===== config.mk =====
export PLATFORM = sky130hd
export DESIGN_NAME = bfpa_ctrl
export DESIGN_NICKNAME = d
export VERILOG_FILES = /design/src/rtl/bfpa_pkg.sv /design/src/rtl/bfpa_ctrl.sv
export SDC_FILE = /design/constraint.sdc
export NUM_CORES = 1
export LEC_CHECK = 0
export BUFFER_PORTS_ARGS = -buffer_cell sky130_fd_sc_hd__buf_2
export CAP_MARGIN = 25
export CORE_UTILIZATION = 50
export DETAILED_ROUTE_END_ITERATION = 6
export PLACE_DENSITY = 0.83
export SYNTH_ARGS = -nofsm -noshare
export SYNTH_HDL_FRONTEND = slang
export SYNTH_SLANG_ARGS = --single-unit

===== constraint.sdc =====
create_clock -name clk -period 5.5 [get_ports clk]
set_input_delay 0.55 -clock clk [delete_from_list [all_inputs] [get_ports clk]]
set_output_delay 0.55 -clock clk [all_outputs]
set_load 0.005 [all_outputs]

===== src/rtl/bfpa_pkg.sv =====
// Shared types and codes of the best-fit pool allocator.
package bfpa_pkg;
	localparam logic [1:0] ST_OK       = 2'd0;
	localparam logic [1:0] ST_NO_FIT   = 2'd1;
	localparam logic [1:0] ST_FULL     = 2'd2;
	localparam logic [1:0] ST_BAD_FREE = 2'd3;
	localparam logic OP_ALLOC = 1'b0;
	localparam logic OP_FREE  = 1'b1;

	// controller -> datapath commands
	typedef struct packed {
		logic init;       // reset table to one extent
		logic clr;        // clear one header store entry
		logic latch;      // capture the input item
		logic scan;       // examine slot scan_idx
		logic scan_clr;   // clear scan results
		logic rd_hdr;     // read header store
		logic hdr_wr;     // write header store
		logic rm_a;       // remove slot rm_idx (one shift step)
		logic ins;        // insert one shift step
		logic ld_ins;     // load insert value from split/merge
		logic respond;    // present result
	} ctl_t;

	// datapath -> controller status
	typedef struct packed {
		logic is_free;
		logic pre_bad;    // address checks fail before header read
		logic hdr_bad;    // header length or range fails
		logic overlap;    // chunk overlaps a free extent
		logic fit_found;
		logic need_split;
		logic below_f;
		logic above_f;
		logic full;
		logic scan_last;
		logic shift_done;
		logic clr_last;   // last header entry being cleared
	} sts_t;
endpackage


===== src/rtl/bfpa_ctrl.sv =====
// Sequencer of the allocator: scans, removals and inserts.
module bfpa_ctrl (
	input  logic            clk,
	input  logic            arst_n,
	input  logic            start,
	input  logic            cfg_valid,
	output logic            busy,
	output logic            cfg_ready,
	output bfpa_pkg::ctl_t  ctl,
	output logic [1:0]      rm_sel,
	output logic [1:0]      res_status,
	input  bfpa_pkg::sts_t  sts
);
	import bfpa_pkg::*;

	typedef enum logic [3:0] {
		S_IDLE, S_INIT, S_CHK, S_SCAN, S_DEC, S_HDR, S_RM1, S_RM2, S_INS, S_DONE
	} state_t;

	state_t     state_q;
	logic [1:0] st_q;
	logic       second_q;

	assign busy      = (state_q != S_IDLE);
	assign cfg_ready = (state_q == S_IDLE) && !start;
	assign res_status = st_q;

	always_comb begin
		ctl = '0;
		rm_sel = second_q ? 2'd1 : 2'd0;
		unique case (state_q)
			S_IDLE: begin
				ctl.latch = start;
				ctl.scan_clr = start;
				ctl.init = cfg_valid && !start;
			end
			S_INIT: ctl.clr = 1'b1;
			S_CHK: ctl.rd_hdr = 1'b1;
			S_SCAN: ctl.scan = 1'b1;
			S_DEC: ;
			S_HDR: ctl.hdr_wr = 1'b1;
			S_RM1: ctl.rm_a = 1'b1;
			S_RM2: ctl.rm_a = 1'b1;
			S_INS: ctl.ins = 1'b1;
			S_DONE: ctl.respond = 1'b1;
			default: ;
		endcase
		if (state_q == S_DEC) ctl.ld_ins = 1'b1;
	end

	always_ff @(posedge clk or negedge arst_n) begin
		if (!arst_n) begin
			state_q <= S_INIT;
			st_q <= ST_OK;
			second_q <= 1'b0;
		end else begin
			unique case (state_q)
				S_IDLE: begin
					if (start) begin
						state_q <= S_CHK;
						st_q <= ST_OK;
						second_q <= 1'b0;
					end else if (cfg_valid) state_q <= S_INIT;
				end
				S_INIT: if (sts.clr_last) state_q <= S_IDLE;
				S_CHK: begin
					if (sts.is_free && sts.pre_bad) begin
						st_q <= ST_BAD_FREE;
						state_q <= S_DONE;
					end else state_q <= S_SCAN;
				end
				S_SCAN: if (sts.scan_last) state_q <= S_DEC;
				S_DEC: begin
					if (!sts.is_free) begin
						if (!sts.fit_found) begin
							st_q <= ST_NO_FIT;
							state_q <= S_DONE;
						end else state_q <= S_HDR;
					end else if (sts.hdr_bad || sts.overlap) begin
						st_q <= ST_BAD_FREE;
						state_q <= S_DONE;
					end else if (!sts.below_f && !sts.above_f && sts.full) begin
						st_q <= ST_FULL;
						state_q <= S_DONE;
					end else state_q <= S_HDR;
				end
				S_HDR: begin
					if (!sts.is_free || sts.below_f || sts.above_f) state_q <= S_RM1;
					else state_q <= S_INS;
				end
				S_RM1: begin
					if (sts.shift_done) begin
						if (sts.is_free && sts.below_f && sts.above_f) begin
							second_q <= 1'b1;
							state_q <= S_RM2;
						end else if (sts.is_free || sts.need_split) state_q <= S_INS;
						else state_q <= S_DONE;
					end
				end
				S_RM2: if (sts.shift_done) state_q <= S_INS;
				S_INS: if (sts.shift_done) state_q <= S_DONE;
				S_DONE: state_q <= S_IDLE;
				default: state_q <= S_IDLE;
			endcase
		end
	end
endmodule


* Word level (Yosys, flattened, before mapping)
Cells that the tools add are included.
** Storage, ports and cells
- Register bits after elaboration :: 7
- Latch bits :: 0
- RAM bits :: 0
- Bits in read-only memories :: 0
- Output and inout bits :: 17
- Logic and storage cells :: 84
- Memories :: 0
** Cells by class
- $add $sub $neg :: 0
- $mul :: 0
- Div/mod/pow operators :: 0
- Order comparisons :: 0
- Equality and inequality tests :: 20
- Shift-type cells :: 0
- Mux-type cells :: 38
- Bitwise operators :: 0
- Reduce and logical (&&, ||, !) cells :: 23
** Operators with widths (number)
- two-way mux 4 bit :: 14
- case mux 4 bit (9 select lines) :: 1
- == test 4 x 3 -> 1 bit, second input constant :: 4
- != test 2 bit, second input constant :: 8
- two-way mux 1 bit :: 15
- two-way mux 2 bit :: 6
- == test 4 x 2 -> 1 bit, second input constant :: 2
- == test 4 bit, second input constant :: 2
- logical AND 1 bit :: 7
- != test 3 bit, second input constant :: 2
- case mux 2 bit (3 select lines) :: 1
- AND reduction 6 bit :: 1
- AND reduction 5 bit :: 1
- == test 4 x 1 -> 1 bit, second input constant :: 1
- logical NOT 1 bit :: 4
- logical NOT 4 bit :: 1
- logical OR 1 bit :: 4
- != test 4 x 2 -> 1 bit, second input constant :: 1
- AND reduction 4 bit :: 1
- nonzero test 4 bit :: 1
- nonzero test 3 bit :: 1
- case mux 1 bit (2 select lines) :: 1
- nonzero test 2 bit :: 1
- OR reduction 2 bit :: 1

* Logic depth before layout (Yosys ltp)
Gate-level depths: netlist (run 1).
- Depth after elaboration :: 7
- Mapped depth :: 7

* Least setup slack after synthesis (run 1)
Ideal clock, no wire load.
- Path kind :: flip-flop to flip-flop
- Start :: reg state_q[2]
- End :: reg state_q[1]
- Library setup time :: 0.125 ns
- Arrival time :: 1.864 ns
- Required time :: 5.375 ns
- Path slack :: 3.511 ns
- Stages on the path, launching flop included :: 7
- Path buffers :: 2
- Clock period less this slack :: 1.989 ns
- Path through :: dfrtp_1 -> buf_6 -> or4_1 -> buf_2 -> or3_4 -> o221a_4 -> mux2_4
** Between the ends
- Longest elaborated chain between the ends :: 3
** Ends and longest elaborated chain
- from (decl) :: line bfpa_ctrl.sv:20 : state_t state_q;
- from (signal assigned) :: line bfpa_ctrl.sv:53 : state_q <= S_INIT;
- from (signal assigned) :: line bfpa_ctrl.sv:60 : state_q <= S_CHK;
- from (signal assigned) :: line bfpa_ctrl.sv:63 : end else if (cfg_valid) state_q <= S_INIT;
- == test 4 x 2 -> 1 bit, or another cell as far along :: line bfpa_ctrl.sv:57 : unique case (state_q)
- != test 2 bit (no line) / != test 3 bit (equally long branches)
- AND reduction 6 bit (no line)
Several ways; a longest one is shown, not always the timed one.
A chain may end at the register's enable or synchronous reset.

==> impl_results.md, run 1 <==
- Initial antenna violation count: 0
- Skew final: 0.007314 ns
- Diode insertion count for antenna repair: 0
- Largest stage delay on the critical path: around 0.69 ns
- Async set-or-reset flop fraction in the synthesized netlist: 100.0%
- Wire length reported by the detailed router: 2124 microns
- Netlist Area Pre-Place: 793.3 sq um
- Worst-path cell with the longest stage delay: sky130_fd_sc_hd__or4_1
- Die area: 0.001750 sq mm
- Area occupied by multi-input gates: 516.7 sq um
- TritonCTS clock tree: built
- Internal reg-to-reg setup slack: 3.31 ns
- DP Wirelength: 1581 microns
- Storage cell area: 176.4 sq um
- Final worst-path cycle share: 44.91%
- Count of yosys warnings during synthesis: 0
- Clock Sink Count: 7
- Achievable Freq: 404.9 MHz
- Leading register cell type out of synthesis: sky130_fd_sc_hd__dfrtp_1
- Via count normalized by instance count: just over 6
- Pin count of the biggest net entering global routing: 24
- Placed Instance Area: 902.1 sq um
- Number of instances resized during post-cts repair: 0
- Layout cells sized above 1: 33.59%
- # H-tree levels: 1
- Post-place setup slack: 3.317 ns
- Vias in the first global route: 755
- Number of port buffers: 31
- # Max-Cap Violations: 0
- Length in cells of the worst reg-to-reg path: 4
- Worst Setup Path Type: register to output pin
- Cells along the critical path: or4_1 > nor2_1 > buf_2
- Critical path data required time: 4.95 ns
- Final standard cell utilization of the core: around 62%
- Worst hold path type: input pin to asynchronous set/reset pin
- Fraction of the yosys area taken by sequential cells: 22.24%
- DRC violation count after routing: 0
- Startpoint kind of the worst setup timing path: register
- Wire length of the first global-routing pass: around 3400 microns
- Vias after detailed routing: 881
- Drt initial violations: 35
- Net count after synthesis: 121
- P_leak: 0.4710 nW
- Overflow after GRT: 0
- Power per Cell Area: 492.1 mW/mm^2
- Area of the core: around 0.0015 sq mm
- Final number of max-transition violations: 0
- Endpoint kind of the worst setup timing path: output pin
- Worst flop-to-flop path endpoint: state_q[1]$_DFFE_PN0P_
- Clock-pin slew reported for the worst setup and hold paths after clock tree synthesis: 0.06 ns
- Commonest non-fill, non-tap cell in the layout: sky130_fd_sc_hd__buf_2
- Clock tree root buffer cell: sky130_fd_sc_hd__clkbuf_4
- Worst Setup Slack, final: 3.030 ns
- Unique masters post-synth: 48
- Die height: 41.83 microns
- ANT nets after route: 0
- Result of the run: completed
- Final hold violation count: 0
- Overall die width: 41.83 microns
- Global router's overall resource usage: roughly a quarter
- Post-Synthesis Cells: 105
- Initial core utilization: 53.28%
- Routed wire per std cell: 14.75 microns
- CTS max path bufs: 2
- Worst Path Arrival: 1.92 ns
- Launch point of the worst reg-to-reg path: state_q[2]$_DFFE_PN0P_
- Final Critical Period: ~2.5 ns
- Final estimated routing congestion in global placement: roughly 0.94
- Source-to-sink clock delay at the later pin of the worst-skew pair: 0.26 ns
- TritonCTS buffer count: 3
- Transition time at the pin with the least slew margin: 0.8202 ns
- Mean Syn Cell Area: 7.555 sq um
- Number of hold-repair buffers added at the cts stage: 0
- RSZ-0062 raised after global routing: no
- Fill cell count: 135
- Final setup viols: 0
- Site Rows: 14
- Number of iterations in the first detailed-routing pass: 4
- Final-layout setup total negative slack: 0 ns
- Layout area overhead: 17.03%
- Final Net Count: 145
- Num ports: 33
- Cell area after layout: 928.4 sq um
- Critical Path Fanout Max: 18
- Commonest non-fill, non-tap cells in the layout: 31 x sky130_fd_sc_hd__buf_2, 9 x sky130_fd_sc_hd__inv_1, 9 x sky130_fd_sc_hd__nor2_1
- Normalized max-slew margin: around 44%
- Worst vdd rail ir drop: 0.2546 mV
- Register bit count reported by yosys: 7
- Buffers inserted by post-CTS timing repair: 0
- Number of synthesized flops with an enable pin: 0
## report_power, final
| part | leakage (nW) | internal (mW) | switching, mW | total, mW |
|---|---|---|---|---|
| Clock | 0.0150 | 0.0278 | 0.0212 | 0.0490 |
| Sequential | 0.0899 | 0.0747 | 0.0600 | 0.135 |
| Combinational | 0.366 | 0.141 | 0.132 | 0.273 |
| Total | 0.471 | 0.244 | 0.213 | 0.457 |
## worst max-delay path by stage
stage	from	endpoint	slack (ns)
2_1_floorplan	state_q[2]$_DFFE_PN0P_	state_q[1]$_DFFE_PN0P_	3.51
3_3_place_gp	state_q[2]$_DFFE_PN0P_	ctl[8]	3.39
3_5_place_dp	state_q[2]$_DFFE_PN0P_	ctl[8]	3.32
4_1_cts	state_q[2]$_DFFE_PN0P_	ctl[8]	3.02
5_1_grt	state_q[2]$_DFFE_PN0P_	ctl[10]	2.93
6_report	state_q[2]$_DFFE_PN0P_	ctl[8]	3.03
## per-layer routing
metal	share of wire [%]	vias to the layer above	global-route usage, %
li1	-	426	-
met1	43	397	34.06
met2	47	50	38.13
met3	6.8	8	3.913
met4	3.3	0	19.35
met5	0	-	0
## cell families (layout without fill, tap and decap cells)
logic type | count (synthesis) | count (layout) | share of synthesized area [%]
AOI/OAI and AO/OA | 34 | 34 | 31.55
DFF | 7 | 7 | 22.24
buffers and inverters | 21 | 44 | 12.62
and+or+nand+nor | 40 | 40 | 29.34
muxes | 2 | 2 | 3.786
other | 1 | 1 | 0.4727
## flip-flops by register name, summed over array words and instances (netlist names)
register and flops:
state_q 4, res_status 2, second_q 1
## critical path: cells and delay by family, from the launching register on
kind	cells	cell delay, ns
and+or+nand+nor	2	0.93
DFF	1	0.57
buffers and inverters	1	0.16
## cell usage after synthesis (2+ instances only)
master	instances	share of area [%]
sky130_fd_sc_hd__o211ai_1	2	1.9
sky130_fd_sc_hd__nor3_1	4	2.5
sky130_fd_sc_hd__a311oi_1	2	2.2
sky130_fd_sc_hd__buf_4	3	2.8
sky130_fd_sc_hd__clkbuf_1	6	2.8
sky130_fd_sc_hd__dfrtp_1	6	19
sky130_fd_sc_hd__a2bb2oi_1	3	3.3
sky130_fd_sc_hd__a21oi_1	5	3.2
sky130_fd_sc_hd__nor2_1	9	4.3
sky130_fd_sc_hd__mux2_4	2	3.8
sky130_fd_sc_hd__or2_2	3	2.4
sky130_fd_sc_hd__nor2b_1	2	1.6
sky130_fd_sc_hd__inv_1	9	4.3
sky130_fd_sc_hd__o21ai_0	6	3.8
sky130_fd_sc_hd__a22oi_1	2	1.9
sky130_fd_sc_hd__nand2b_1	3	2.4
sky130_fd_sc_hd__buf_2	2	1.3
sky130_fd_sc_hd__nand2_1	5	2.4
sky130_fd_sc_hd__or3_1	2	1.6
## through the flow
step	total power, mW	hold slack, ns	instances
after floorplan	0.3331	0.2544	105
after global placement	0.3933	0.3826	140
after detailed placement	0.4049	0.3850	140
after CTS	0.4556	0.1017	144
after global routing	0.4944	0.1087	144
final	0.4569	0.1054	144
## area by class of cell
class                           instances  share of cell area [%]
Multi-Input combinational cell         77                   55.66
Sequential cell                         7                   19.00
Timing Repair Buffer                   31                   16.71
Inverter                                9                   3.639
Clock buffer                            4                   2.830
Tap cell                               16                   2.156
(Power assumes the default switching activity.)
==> run 2, diff against run 1 <==
--- a/config.mk
+++ b/config.mk
@@ -7,9 +7,9 @@
 export LEC_CHECK = 0
 export BUFFER_PORTS_ARGS = -buffer_cell sky130_fd_sc_hd__buf_2
 export CAP_MARGIN = 25
-export CORE_UTILIZATION = 50
+export CORE_UTILIZATION = 42
 export DETAILED_ROUTE_END_ITERATION = 6
-export PLACE_DENSITY = 0.83
+export PLACE_DENSITY = 0.74
 export SYNTH_ARGS = -nofsm -noshare
 export SYNTH_HDL_FRONTEND = slang
 export SYNTH_SLANG_ARGS = --single-unit
==> constraint.sdc (replaced) <==
create_clock -name clk -period 2.15 [get_ports clk]
set_input_delay 0.215 -clock clk [delete_from_list [all_inputs] [get_ports clk]]
set_output_delay 0.215 -clock clk [all_outputs]
set_load 0.005 [all_outputs]
==> run 2 against run 1 <==
Clock-buffer cell count did not move. Flip-flop and latch count did not move. Largest cell class unchanged. Clock power rose by 140%. Non-clock buffer count rose by 6. Sequential power rose by 86%. Worst setup slack got worse by 2.8 ns. Hold slack improved by 0.22 ns. Final area rose by 6.3%. Routed wire length fell by 1.9%. Core utilization fell by 5.8 points. Critical endpoint is now ctl[10]. Combinational power rose to 3.1 times the previous value. Cell count rose by 10%.
==> impl_results.md, run 2 (synthesized netlist as in run 1, its figures left out) <==
- P_leak: 0.5005 nW (was 0.4710 nW)
- Endpoint kind of the worst setup timing path: output pin (unchanged)
- Num ports: 33 (unchanged)
- Worst vdd rail ir drop: 0.4658 mV (was 0.2546 mV)
- Drt initial violations: 39 (was 35)
- Number of iterations in the first detailed-routing pass: 4 (unchanged)
- Global router's overall resource usage: 22.32% (was 25.95%)
- Final setup viols: 0 (unchanged)
- Initial core utilization: 45.45% (was 53.28%)
- Overflow after GRT: 0 (unchanged)
- Layout cells sized above 1: 35.82% (was 33.59%)
- Result of the run: completed (unchanged)
- Launch point of the worst reg-to-reg path: state_q[0]$_DFFE_PN1P_ (was state_q[2]$_DFFE_PN0P_)
- Skew final: 0.005584 ns (was 0.007314 ns)
- Final worst-path cycle share: 90.41%
- Initial antenna violation count: 0 (unchanged)
- Layout area overhead: 24.45% (was 17.03%)
- Area of the core: 0.001745 sq mm (was 0.001489 sq mm)
- Pin count of the biggest net entering global routing: 22 (was 24)
- DRC violation count after routing: 0 (unchanged)
- Achievable Freq: 514.5 MHz
- DP Wirelength: 1638 microns (was 1581 microns)
- Final estimated routing congestion in global placement: 0.8956 (was 0.9357)
- Wire length reported by the detailed router: 2084 microns (was 2124 microns)
- Vias in the first global route: 792 (was 755)
- Worst Setup Path Type: register to output pin (unchanged)
- Critical path data required time: 1.93 ns (was 4.95 ns)
- Most flop-heavy register: state_q (unchanged)
- Final number of max-transition violations: 0 (unchanged)
- Commonest non-fill, non-tap cell in the layout: sky130_fd_sc_hd__buf_2 (unchanged)
- Startpoint kind of the worst setup timing path: register (unchanged)
- Final-layout setup total negative slack: 0 ns (unchanged)
- Combined buffer and inverter count along the critical path: 2 (was 1)
- # Max-Cap Violations: 0 (unchanged)
- Worst Path Arrival: 1.73 ns (was 1.92 ns)
- Overall power after layout: 1.225 mW (was 0.4569 mW)
- Vias after detailed routing: 920 (was 881)
- Final Critical Period: around 1.9 ns
- Critical Path Fanout Max: 16 (was 18)
- Flip-flop count of the largest register, all copies and words added: 4 (unchanged)
- Source-to-sink clock delay at the later pin of the worst-skew pair: 0.26 ns (about the same)
- Largest stage delay on the critical path: 0.52 ns (was 0.69 ns)
- Worst-path cell with the longest stage delay: sky130_fd_sc_hd__or4_1 (unchanged)
- Die height: 45.46 microns (was 41.83 microns)
- Wire length of the first global-routing pass: 3387 microns (was 3436 microns)
- CTS max path bufs: 2 (unchanged)
- Top Family by Delay on Critical Path: simple AND/OR/NAND/NOR gates (unchanged)
- Buffers inserted by post-CTS timing repair: 0 (unchanged)
- Fill cell count: 174 (was 135)
- Cells along the critical path: or4_1 > buf_4 > nor2_1 > and2_1 > buf_2 (was or4_1 > nor2_1 > buf_2)
- Worst hold path type: input pin to asynchronous set/reset pin (unchanged)
- ANT nets after route: 0 (unchanged)
- Internal reg-to-reg setup slack: 0.30 ns (was 3.31 ns)
- Overall die width: 45.46 microns (was 41.83 microns)
- Levels on crit path: 5 (was 3)
- Power per Cell Area: 1241 mW/mm^2 (was 492.1 mW/mm^2)
- Worst flop-to-flop path endpoint: state_q[1]$_DFFE_PN0P_ (unchanged)
- Die area: 0.002067 sq mm (was 0.001750 sq mm)
- Number of port buffers: 31 (unchanged)
- Diode insertion count for antenna repair: 0 (unchanged)
- TritonCTS clock tree: built (unchanged)
- TritonCTS buffer count: 3 (unchanged)
- Final Net Count: 151 (was 145)
- Site Rows: 15 (was 14)
- Clock-pin slew reported for the worst setup and hold paths after clock tree synthesis: 0.05 ns (was 0.06 ns)
- Commonest non-fill, non-tap cells in the layout: 31 x sky130_fd_sc_hd__buf_2, 9 x sky130_fd_sc_hd__inv_1, 9 x sky130_fd_sc_hd__nor2_1 (unchanged)
- Final hold violation count: 0 (unchanged)
- Length in cells of the worst reg-to-reg path: 4 (unchanged)
- Clock Sink Count: 7 (unchanged)
- RSZ-0062 raised after global routing: no (unchanged)
- Clock tree root buffer cell: sky130_fd_sc_hd__clkbuf_4 (unchanged)
- Routed wire per std cell: 13.11 microns (was 14.75 microns)
- Via count normalized by instance count: 5.786 (was 6.118)
- # H-tree levels: 1 (unchanged)
[run 2: cell count changes in the layout (fill, tap and decap cells not counted)]
cell | before | now
sky130_fd_sc_hd__buf_4 | 0 | 5
sky130_fd_sc_hd__dlygate4sd3_1 | 0 | 1
[run 2: per-layer routing]
layer | global-route usage (%) | up-vias | part of all wire, %
met5 | 0 | - | 0
met4 | 11.52 | 0 | 1.2
met3 | 2.778 | 2 | 8.3
met2 | 35.14 | 47 | 49
met1 | 29.61 | 433 | 42
li1 | - | 438 | -
[run 2: repair_timing]
| action | 4_1_cts | 5_1_grt |
|---|---|---|
| hold buffers | 1 | 0 |
| endpoints found under the hold margin | 7 | 0 |
| gates resized for setup | 0 | 0 |
[run 2: area by class of cell]
type,instances,area [sq um],share of cell area (%)
multi-input combinational,77,516.7,52.34
timing repair buffer,37,202.7,20.53
clock buffer,4,26.28,2.662
sequential,7,176.4,17.87
tap,25,31.28,3.169
inverter,9,33.78,3.422
[run 2: worst max path at each step]
stage	from	endpoint	slack, ns
6_report	state_q[0]$_DFFE_PN1P_	ctl[10]	0.21
5_1_grt	state_q[0]$_DFFE_PN1P_	ctl[10]	0.13
4_1_cts	state_q[0]$_DFFE_PN1P_	ctl[10]	0.20
3_5_place_dp	state_q[0]$_DFFE_PN1P_	state_q[1]$_DFFE_PN0P_	0.30
3_3_place_gp	state_q[0]$_DFFE_PN1P_	state_q[1]$_DFFE_PN0P_	0.33
2_1_floorplan	state_q[2]$_DFFE_PN0P_	state_q[1]$_DFFE_PN0P_	0.16
[run 2: through the flow]
| stage | cell area [sq um] | hold WS (ns) | cells | setup WS, ns | util, % |
|---|---|---|---|---|---|
| final | 987.2 | 0.3212 | 159 | 0.2062 | 56.56 |
| after global routing | 987.2 | 0.3243 | 159 | 0.1331 | 56.56 |
| after CTS | 987.2 | 0.3150 | 159 | 0.1953 | 56.56 |
| after detailed placement | 950.9 | 0.05431 | 154 | 0.2968 | 54.48 |
| after global placement | 950.9 | 0.05250 | 154 | 0.3294 | 54.48 |
| after floorplan | 793.3 | -0.08059 | 105 | 0.1608 | - |
[run 2: report_power, final]
group | internal [mW] | switching (mW) | total [mW]
logic | 0.421 | 0.433 | 0.855
clock network | 0.0709 | 0.0491 | 0.120
registers | 0.193 | 0.0580 | 0.251
